[src/design/nwi_pkg.sv]
package nwi_pkg;

  // Q32.32 limits
  localparam logic [63:0] Q_MIN = 64'h8000_0000_0000_0000;
  localparam logic [63:0] Q_MAX = 64'h7FFF_FFFF_FFFF_FFFF;
  localparam logic [63:0] Q_TOP = 64'h8000_0000_0000_0000;
  localparam logic [63:0] Q_ONE = 64'h0000_0001_0000_0000;

  // Input kinds on tuser
  localparam logic MODE_LOAD  = 1'b0;
  localparam logic MODE_QUERY = 1'b1;

  // Result status codes
  localparam logic [1:0] ST_OK        = 2'd0;
  localparam logic [1:0] ST_NOT_READY = 2'd1;
  localparam logic [1:0] ST_DIV_ERR   = 2'd2;
  localparam logic [1:0] ST_SAT       = 2'd3;

  // Serial divider: 80 quotient bits (64-bit magnitude shifted up by 16)
  localparam int DIV_STEPS = 80;
  localparam int DIV_CW    = 7;

  typedef struct packed {
    logic        sat;
    logic [63:0] val;
  } sat_val_t;

  typedef enum logic [1:0] {
    WSEL_LOAD,
    WSEL_ZERO,
    WSEL_DIV
  } wsel_t;

  typedef enum logic [1:0] {
    OK_CALC,
    OK_NOT_READY,
    OK_DIV_ERR
  } okind_t;

  // Controller to datapath commands
  typedef struct packed {
    logic   wr_x;
    logic   wr_c;
    wsel_t  wsel;
    logic   clr_bsat;
    logic   cap_a;
    logic   cap_b;
    logic   div_start;
    logic   note_num_sat;
    logic   note_div_sat;
    logic   q_init;
    logic   cap_res;
    logic   mul_start;
    logic   mul_sel;
    logic   upd_prod;
    logic   acc_term;
    logic   out_load;
    okind_t okind;
  } nwi_cmd_t;

  // Datapath to controller status
  typedef struct packed {
    logic den_zero;
    logic div_done;
    logic mul_done;
  } nwi_stat_t;

  function automatic logic [63:0] mag64(logic [63:0] v);
    logic [63:0] m;
    m = v[63] ? (~v + 64'd1) : v;
    return m;
  endfunction

  // Apply sign to a magnitude, saturating to the signed 64-bit range
  function automatic sat_val_t from_mag(logic [63:0] mag, logic neg, logic ovf);
    sat_val_t r;
    r.sat = 1'b0;
    if (neg) begin
      if (ovf || mag > Q_TOP) begin
        r.sat = 1'b1;
        r.val = Q_MIN;
      end else begin
        r.val = ~mag + 64'd1;
      end
    end else begin
      if (ovf || mag >= Q_TOP) begin
        r.sat = 1'b1;
        r.val = Q_MAX;
      end else begin
        r.val = mag;
      end
    end
    return r;
  endfunction

  function automatic sat_val_t sat_add(logic [63:0] a, logic [63:0] b);
    sat_val_t    r;
    logic [63:0] s;
    s     = a + b;
    r.sat = 1'b0;
    r.val = s;
    if (a[63] == b[63] && s[63] != a[63]) begin
      r.sat = 1'b1;
      r.val = a[63] ? Q_MIN : Q_MAX;
    end
    return r;
  endfunction

endpackage

[src/design/nwi_controller.sv]
module nwi_controller #(
  parameter int MAX_POINTS = 64,
  parameter int AW         = 6,
  parameter int CW         = 7
) (
  input  logic               clk,
  input  logic               rst,
  input  logic               s_tvalid,
  output logic               s_tready,
  input  logic               mode,
  output logic               m_tvalid,
  input  logic               m_tready,
  input  logic               cfg_we,
  input  logic [6:0]         cfg_data,
  input  nwi_pkg::nwi_stat_t stat,
  output nwi_pkg::nwi_cmd_t  cmd,
  output logic [AW-1:0]      wr_addr,
  output logic [AW-1:0]      rd_x_addr,
  output logic [AW-1:0]      rd_c_addr
);
  import nwi_pkg::*;

  localparam int CMPW = (CW > 7) ? CW : 7;

  typedef enum logic [14:0] {
    S_IDLE   = 15'b000000000000001,
    S_B_RD1  = 15'b000000000000010,
    S_B_RD2  = 15'b000000000000100,
    S_B_CAP  = 15'b000000000001000,
    S_B_DIV  = 15'b000000000010000,
    S_B_WAIT = 15'b000000000100000,
    S_Q_INIT = 15'b000000001000000,
    S_Q_RES  = 15'b000000010000000,
    S_Q_RD   = 15'b000000100000000,
    S_Q_CAP  = 15'b000001000000000,
    S_Q_MUL1 = 15'b000010000000000,
    S_Q_W1   = 15'b000100000000000,
    S_Q_MUL2 = 15'b001000000000000,
    S_Q_W2   = 15'b010000000000000,
    S_Q_FIN  = 15'b100000000000000
  } state_t;

  state_t      state;
  state_t      state_next;
  logic [6:0]  point_count;
  logic [CW-1:0] loaded;
  logic [CW-1:0] loaded_next;
  logic        table_ready;
  logic        table_ready_next;
  logic        derr;
  logic        derr_next;
  logic [CW-1:0] i_cnt;
  logic [CW-1:0] i_next;
  logic [CW-1:0] j_cnt;
  logic [CW-1:0] j_next;
  logic        out_valid;
  logic        out_valid_next;
  okind_t      okind;
  okind_t      okind_next;
  logic [CMPW-1:0] pc_ext;
  logic [CW-1:0] count;
  logic [CW-1:0] idx;
  logic        adv;
  logic [CW-1:0] i_less_j;
  logic [CW-1:0] i_less_1;

  // Clamp the configured count to 1..MAX_POINTS
  always_comb begin
    pc_ext = CMPW'(point_count);
    if (pc_ext == '0) begin
      count = CW'(1);
    end else if (pc_ext > CMPW'(MAX_POINTS)) begin
      count = CW'(MAX_POINTS);
    end else begin
      count = pc_ext[CW-1:0];
    end
  end

  assign s_tready = (state == S_IDLE);
  assign m_tvalid = out_valid;
  assign idx      = table_ready ? '0 : loaded;
  assign i_less_j = i_cnt - j_cnt;
  assign i_less_1 = i_cnt - CW'(1);

  always_comb begin
    cmd              = '0;
    state_next       = state;
    loaded_next      = loaded;
    table_ready_next = table_ready;
    derr_next        = derr;
    i_next           = i_cnt;
    j_next           = j_cnt;
    okind_next       = okind;
    wr_addr          = '0;
    rd_x_addr        = '0;
    rd_c_addr        = '0;
    adv              = 1'b0;

    unique case (state)
      S_IDLE: begin
        if (s_tvalid) begin
          if (mode == MODE_LOAD) begin
            // Store the point; start a fresh set after a full one
            cmd.wr_x    = 1'b1;
            cmd.wr_c    = 1'b1;
            cmd.wsel    = WSEL_LOAD;
            wr_addr     = idx[AW-1:0];
            if (table_ready) begin
              cmd.clr_bsat     = 1'b1;
              table_ready_next = 1'b0;
              derr_next        = 1'b0;
            end
            loaded_next = idx + CW'(1);
            if (loaded_next >= count) begin
              if (loaded_next > CW'(1)) begin
                j_next     = CW'(1);
                i_next     = loaded_next - CW'(1);
                state_next = S_B_RD1;
              end else begin
                table_ready_next = 1'b1;
              end
            end
          end else begin
            cmd.q_init = 1'b1;
            if (!table_ready) begin
              okind_next = OK_NOT_READY;
              state_next = S_Q_FIN;
            end else if (derr) begin
              okind_next = OK_DIV_ERR;
              state_next = S_Q_FIN;
            end else begin
              okind_next = OK_CALC;
              state_next = S_Q_INIT;
            end
          end
        end
      end
      S_B_RD1: begin
        rd_x_addr  = i_cnt[AW-1:0];
        rd_c_addr  = i_cnt[AW-1:0];
        state_next = S_B_RD2;
      end
      S_B_RD2: begin
        cmd.cap_a  = 1'b1;
        rd_x_addr  = i_less_j[AW-1:0];
        rd_c_addr  = i_less_1[AW-1:0];
        state_next = S_B_CAP;
      end
      S_B_CAP: begin
        cmd.cap_b  = 1'b1;
        state_next = S_B_DIV;
      end
      S_B_DIV: begin
        if (stat.den_zero) begin
          // Repeated x: zero coefficient and flag the set
          cmd.wr_c         = 1'b1;
          cmd.wsel         = WSEL_ZERO;
          cmd.note_num_sat = 1'b1;
          wr_addr          = i_cnt[AW-1:0];
          derr_next        = 1'b1;
          adv              = 1'b1;
        end else begin
          cmd.div_start = 1'b1;
          state_next    = S_B_WAIT;
        end
      end
      S_B_WAIT: begin
        if (stat.div_done) begin
          cmd.wr_c         = 1'b1;
          cmd.wsel         = WSEL_DIV;
          cmd.note_num_sat = 1'b1;
          cmd.note_div_sat = 1'b1;
          wr_addr          = i_cnt[AW-1:0];
          adv              = 1'b1;
        end
      end
      S_Q_INIT: begin
        rd_c_addr  = '0;
        state_next = S_Q_RES;
      end
      S_Q_RES: begin
        cmd.cap_res = 1'b1;
        i_next      = CW'(1);
        state_next  = (loaded > CW'(1)) ? S_Q_RD : S_Q_FIN;
      end
      S_Q_RD: begin
        rd_x_addr  = i_less_1[AW-1:0];
        rd_c_addr  = i_cnt[AW-1:0];
        state_next = S_Q_CAP;
      end
      S_Q_CAP: begin
        cmd.cap_b  = 1'b1;
        state_next = S_Q_MUL1;
      end
      S_Q_MUL1: begin
        cmd.mul_start = 1'b1;
        cmd.mul_sel   = 1'b0;
        state_next    = S_Q_W1;
      end
      S_Q_W1: begin
        if (stat.mul_done) begin
          cmd.upd_prod = 1'b1;
          state_next   = S_Q_MUL2;
        end
      end
      S_Q_MUL2: begin
        cmd.mul_start = 1'b1;
        cmd.mul_sel   = 1'b1;
        state_next    = S_Q_W2;
      end
      S_Q_W2: begin
        cmd.mul_sel = 1'b1;
        if (stat.mul_done) begin
          cmd.acc_term = 1'b1;
          i_next       = i_cnt + CW'(1);
          state_next   = (i_next < loaded) ? S_Q_RD : S_Q_FIN;
        end
      end
      S_Q_FIN: begin
        // Hold until the output register is free
        if (!out_valid || m_tready) begin
          cmd.out_load = 1'b1;
          cmd.okind    = okind;
          state_next   = S_IDLE;
        end
      end
      default: begin
        state_next = S_IDLE;
      end
    endcase

    // Advance the build: rows downward, then the next column
    if (adv) begin
      if (i_cnt > j_cnt) begin
        i_next     = i_cnt - CW'(1);
        state_next = S_B_RD1;
      end else if (j_cnt + CW'(1) < loaded) begin
        j_next     = j_cnt + CW'(1);
        i_next     = loaded - CW'(1);
        state_next = S_B_RD1;
      end else begin
        table_ready_next = 1'b1;
        state_next       = S_IDLE;
      end
    end

    out_valid_next = out_valid;
    if (cmd.out_load) begin
      out_valid_next = 1'b1;
    end else if (m_tready) begin
      out_valid_next = 1'b0;
    end
  end

  always_ff @(posedge clk) begin
    if (rst) begin
      state       <= S_IDLE;
      point_count <= 7'd1;
      loaded      <= '0;
      table_ready <= 1'b0;
      derr        <= 1'b0;
      i_cnt       <= '0;
      j_cnt       <= '0;
      out_valid   <= 1'b0;
      okind       <= OK_CALC;
    end else begin
      state       <= state_next;
      loaded      <= loaded_next;
      table_ready <= table_ready_next;
      derr        <= derr_next;
      i_cnt       <= i_next;
      j_cnt       <= j_next;
      out_valid   <= out_valid_next;
      okind       <= okind_next;
      if (cfg_we) begin
        point_count <= cfg_data;
      end
    end
  end

  a_build_index: assert property (@(posedge clk) disable iff (rst)
    (state == S_B_DIV) |-> (i_cnt >= j_cnt) && (j_cnt != '0) && (i_cnt < loaded))
    else $error("build index out of range");

  a_query_index: assert property (@(posedge clk) disable iff (rst)
    (state == S_Q_RD) |-> (i_cnt != '0) && (i_cnt < loaded))
    else $error("query index out of range");

  a_out_free: assert property (@(posedge clk) disable iff (rst)
    cmd.out_load |-> (!out_valid || m_tready))
    else $error("result overwrote a pending transfer");

  a_ready_src: assert property (@(posedge clk) disable iff (rst)
    $rose(table_ready) |-> $past(state == S_IDLE || state == S_B_DIV || state == S_B_WAIT))
    else $error("table marked ready outside a build");

endmodule

[config.mk]
export PLATFORM = sky130hd
export DESIGN_NAME = nwi_controller
export DESIGN_NICKNAME = d
export VERILOG_FILES = /design/src/design/nwi_pkg.sv /design/src/design/nwi_controller.sv
export SDC_FILE = /design/constraint.sdc
export NUM_CORES = 1
export LEC_CHECK = 0
export BUFFER_PORTS_ARGS = -buffer_cell sky130_fd_sc_hd__buf_2
export CAP_MARGIN = 20
export CELL_PAD_IN_SITES_DETAIL_PLACEMENT = 1
export CELL_PAD_IN_SITES_GLOBAL_PLACEMENT = 1
export CORE_MARGIN = 2
export CORE_UTILIZATION = 39
export DETAILED_ROUTE_END_ITERATION = 16
export GPL_ROUTABILITY_DRIVEN = 0
export PLACE_DENSITY_LB_ADDON = 0.1
export SYNTH_ARGS = -nofsm -noshare
export SYNTH_HDL_FRONTEND = slang
export SYNTH_SLANG_ARGS = --single-unit
[constraint.sdc]
create_clock -name clk -period 13.2 [get_ports clk]
set_clock_uncertainty 0.15 [all_clocks]
set_input_delay 2.64 -clock clk [delete_from_list [all_inputs] [get_ports clk]]
set_output_delay 2.64 -clock clk [all_outputs]
set_load 0.005 [all_outputs]
## Word-level counts from Yosys, hierarchy flattened

Cells that the tools add are included.
Widths: inputs -> output; s select.

| operators by class | value |
|---|---|
| divide/modulo/power cells | 0 |
| shift-type cells | 0 |
| bitwise logic cells | 1 |
| reduce and logical (&&, ||, !) cells | 13 |
| order comparisons | 7 |
| mux-type cells | 89 |
| equal/unequal tests | 27 |
| add/sub/neg operators | 7 |
| multipliers | 0 |

Operator list:

| kind | count |
|---|---|
| $pmux 15 s15 | 1 |
| $mux 15 | 13 |
| $mux 7 | 19 |
| $pmux 6 s3 | 2 |
| $mux 1 | 33 |
| $mux 6 | 4 |
| $add 7x1->7 const B | 3 |
| $pmux 7 s3 | 1 |
| $sub 7x1->7 const B | 3 |
| $eq 15x1->1 const B | 1 |
| $eq 15x10->1 const B | 1 |
| $eq 15x11->1 const B | 1 |
| $eq 15x12->1 const B | 1 |
| $eq 15x13->1 const B | 1 |
| $eq 15x14->1 const B | 1 |
| $eq 15x15->1 const B | 1 |
| $eq 15x2->1 const B | 1 |
| $eq 15x3->1 const B | 1 |
| $eq 15x4->1 const B | 1 |
| $eq 15x5->1 const B | 1 |
| $eq 15x6->1 const B | 1 |
| $eq 15x7->1 const B | 1 |
| $eq 15x8->1 const B | 1 |
| $eq 15x9->1 const B | 1 |
| other kinds (26) | 50 |

| storage, ports and cells | value |
|---|---|
| memory bits (writable) | 0 |
| memories | 0 |
| register bits after elaboration | 48 |
| input bits | 16 |
| bits in latches | 0 |
| word-level logic and storage cells | 153 |
| output and inout bits | 39 |
| ROM bits | 0 |

## Depth between registers and ports, before layout

| depth | value |
|---|---|
| word-level depth | 11 |
| gate-level depth with buffers | 17 |
| depth with buffers taken out | 14 |

## Worst setup path after synthesis

OpenSTA, ideal clock, no wires.

| timing path | value |
|---|---|
| path type | input-to-output |
| start | in stat[1] in the netlist's numbering |
| end | out wr_addr[2] |
| stages | 7 |
| required time | 10,410 ps |
| arrival time | 3,782 ps |
| path buffers | 2 |
| slack | 6,628 ps |
| path through | nand2_1 -> a2bb2oi_1 -> or3_1 -> clkbuf_1 -> inv_1 -> clkbuf_1 -> a22o_1 |

| on the way | value |
|---|---|
| word-level cells in the longest chain between the ends | 2 |

Ends and longest elaborated chain:

| element | RTL line | text |
|---|---|---|
| start, declared | nwi_controller.sv:15 | `input nwi_pkg::nwi_stat_t stat,` |
| $mux 6 | nwi_controller.sv:168 | `if (stat.div_done) begin` |
| $pmux 6 s3 | nwi_controller.sv:99 | `unique case (state)` |
| end, declared | nwi_controller.sv:17 | `output logic [AW-1:0] wr_addr,` |

Every way passes these cells.

## Worst setup path after layout

| timing path | value |
|---|---|
| start | in stat[1] in the netlist's numbering |
| end | out wr_addr[5] |

Same word-level chain as after synthesis.

==> flow_summary.yaml <==
outcome:
  status: "finished, final reports clean"
worst_hold_path:
  hold_start: "okind[1]$_SDFFE_PP0P_"
  min_path_cells: 2
  min_to: "okind[1]$_SDFFE_PP0P_"
  hold_class: "register to register"
sta:
  rsz0062_at_grt: "false"
  max_freq_ghz: 0.1395
  tns_ns: 0
  relSlewSlack_pct: 33.96
  finalMaxSlewViolations: 0
  finalHoldViolCount: 0
  fin_hold_ws_ns: 0.3472
  final-setup-viol-count: 0
  finalCritPeriodShare_pct: 54.30
  period_minus_slack_ns: 7.167
  worstMarginPinSlew_ns: 0.9906
route:
  wire_per_inst_um: 20.55
  drtAntennaViolNets: 0
  drt-initial-drc-count: 309
  dr_total_vias: 4728
  drt_drc_violations_left: 0
  routed_wl_um: 15850
  via_per_inst: 6.132
  first_pass_iters: 5
global_route:
  grt_pass1_wl_um: 25670
  track_usage_pct: 25.70
  antenna_found_initial: 0
  grt_pass1_vias: 4738
  grt_max_degree: 49
  grt_overflow: 0
yosys:
  yosysWarnings: 0
  synth_cell_types: 73
  synth_edf_count: 0
  synth_top_area_cell: "dfxtp_1"
  synthArstFlopShare_pct: 0
  yosys_register_bits: 48
  synth_top_area_share_pct: 21.36
  syn_area_mm2: 0.004498
  ys_seq_area_share_pct: 21.36
  syn_nets: 658
  synth_top_flop_cell: "dfxtp_1"
  synth_area_leaders: "dfxtp_1, ha_1, nand2_1, xnor2_1, nor2_1"
  avgSynthCellArea_um2: 7.410
  netlist_instances: 607
worst_setup_path:
  worstPathRequired_ns: 10.41
  critPathKind: "primary input to output pin"
  crit_top_cell: "buf_2"
  r2r-end: "state[0]$_SDFFE_PP1P_"
  crit_slowest_cell: "or3_1"
  crit_arrival_ns: 4.38
  path_cells: "buf_2, nand2_1, a2bb2oi_1, or3_1, inv_1, a22o_1, buf_2"
  cp-start-kind: "primary input"
  timing.rr.start: "loaded[1]$_SDFFE_PP0P_"
  max_stage_delay_ns: 0.53
  path_max_fanout: 13
  crit_path_end_kind: "output pin"
  reg2reg_slack_ns: 8.22
  reg2reg_depth: 13
die:
  placementRows: 39
  core_area_mm2: 0.01132
  fp.dieH_um: 111.4
  fp.dieW_um: 111.4
  ios: 55
  start_util_pct: 39.73
  die-area_mm2: 0.01241
clock_network:
  clockBufferDepth: 2
  clock_latency_ns: 0.31
  clkTransAtPathRegs_ns: 0.07
  cts_tree: "built"
  cts_max_level: 2
  post_cts_resized: 0
  cts_buffers: 5
  cts_root_buf: "clkbuf_16"
  hold_buffers: 0
  cts.sinks: 48
  post-cts-setup-buffers: 0
finish:
  fin_nets: 678
  layout-drive-gt1-share_pct: 13.69
  n_antenna_cell: 0
  fillers: 1434
  fin_util_pct: 43.76
  syn2layout_area_growth_pct: 10.13
placed_design:
  portBuffers: 54
  hpwlAfterDp_um: 11860
pwr:
  peakVddDrop_mv: 0.05902
  p_per_area_mw_per_mm2: 94.40
  p_leak_nw: 2.005
job:
  max_cap_viol_count: 0
worst max-delay path: cells and delay by family:
family                 cells  cell delay (ns)
AO/OA/AOI/OAI              2             0.51
AND/OR/NAND/NOR            2             0.60
buffers and inverters      3             0.61
report_power, final:
part           total [W]  internal [W]  leakage, nW  switching, W
Combinational   0.000146     0.0000550         1.53     0.0000910
Sequential      0.000163      0.000150        0.389     0.0000130
Clock           0.000159     0.0000951       0.0871     0.0000637
Total           0.000468      0.000300         2.00      0.000168
metal layers:
metal | share of wire, % | vias to the layer above | track usage [%]
met4 | 1.8 | 0 | 7.078
met2 | 48 | 127 | 44.07
met1 | 45 | 2322 | 33.84
met5 | 0 | - | 0
li1 | - | 2257 | -
met3 | 5.1 | 22 | 3.811
cells in the final DEF (no fill, tap or decap), types with 6 or more instances in the layout:
cell,n
nand2_1,59
nor2_1,54
buf_2,54
dfxtp_1,48
ha_1,34
inv_1,30
a21oi_1,28
o21ai_0,26
nor3_1,25
xnor2_1,24
nand3_1,21
nor4_1,18
a211oi_1,16
or3_1,10
nor2b_1,10
xor2_1,10
a22oi_1,10
nand4_1,9
mux2i_1,9
nand2b_1,8
o21a_1,8
a22o_1,6
a31oi_1,6
flip-flops by register name, indices dropped and copies added, names as in the netlist:
| register | cells |
|---|---|
| pc_ext | 7 |
| okind | 2 |
| j_cnt | 7 |
| derr | 1 |
| i_cnt | 7 |
| m_tvalid | 1 |
| table_ready | 1 |
| loaded | 7 |
| state | 15 |
logic make-up (layout without fill, tap and decap cells):
| family | count (synthesis) | count (layout) | share of synthesized area [%] |
|---|---|---|---|
| multiplexers | 9 | 9 | 2.003 |
| AND/OR/NAND/NOR | 251 | 251 | 29.07 |
| XOR/XNOR | 34 | 34 | 6.620 |
| buffers and inverters | 76 | 97 | 7.121 |
| AO/OA/AOI/OAI | 154 | 154 | 23.92 |
| flip-flops | 48 | 48 | 21.36 |
| adder cells (fa/ha/maj) | 35 | 35 | 9.903 |
through the flow:
stage,instance area [µm²],total power (W),cells,setup WS [ns]
final,4954,0.0004676,771,6.033
after global routing,4954,0.0004944,771,5.873
after CTS,4954,0.0004693,771,6.065
after detailed placement,4776,0.0003088,763,6.067
after global placement,4776,0.0003040,763,6.111
after floorplan,4498,0.0002655,607,6.628
Yosys cell counts, types with 6 or more instances:
| library cell | number |
|---|---|
| a31oi_1 | 6 |
| clkbuf_1 | 30 |
| a211oi_1 | 16 |
| nor3_1 | 25 |
| nand2b_1 | 8 |
| nand4_1 | 9 |
| mux2i_1 | 9 |
| a22oi_1 | 10 |
| nor2_1 | 54 |
| or3_1 | 10 |
| inv_1 | 30 |
| nand2_1 | 59 |
| ha_1 | 34 |
| nor4_1 | 19 |
| a22o_1 | 6 |
| nor2b_1 | 10 |
| xor2_1 | 10 |
| xnor2_1 | 24 |
| a21oi_1 | 28 |
| o21a_1 | 8 |
| o21ai_0 | 26 |
| dfxtp_1 | 48 |
| nand3_1 | 21 |
final cells by class:
class,instances,area [µm²],area share [%]
clock buffer,6,138.9,2.804
clock inverter,2,38.79,0.7830
inverter,32,120.1,2.425
multi-input combinational,483,3223,65.07
sequential,48,960.9,19.40
tap,143,178.9,3.612
timing repair buffer,57,292.8,5.911
worst max path at each step:
stage | start | end | depth (start not counted)
3_5_place_dp | stat[1] | wr_addr[5] | 7
3_3_place_gp | stat[1] | wr_addr[4] | 7
2_1_floorplan | stat[1] | wr_addr[2] | 7
5_1_grt | stat[1] | wr_addr[5] | 7
6_report | stat[1] | wr_addr[5] | 7
4_1_cts | stat[1] | wr_addr[5] | 7
No activity file was read; power rests on OpenSTA's default activity.
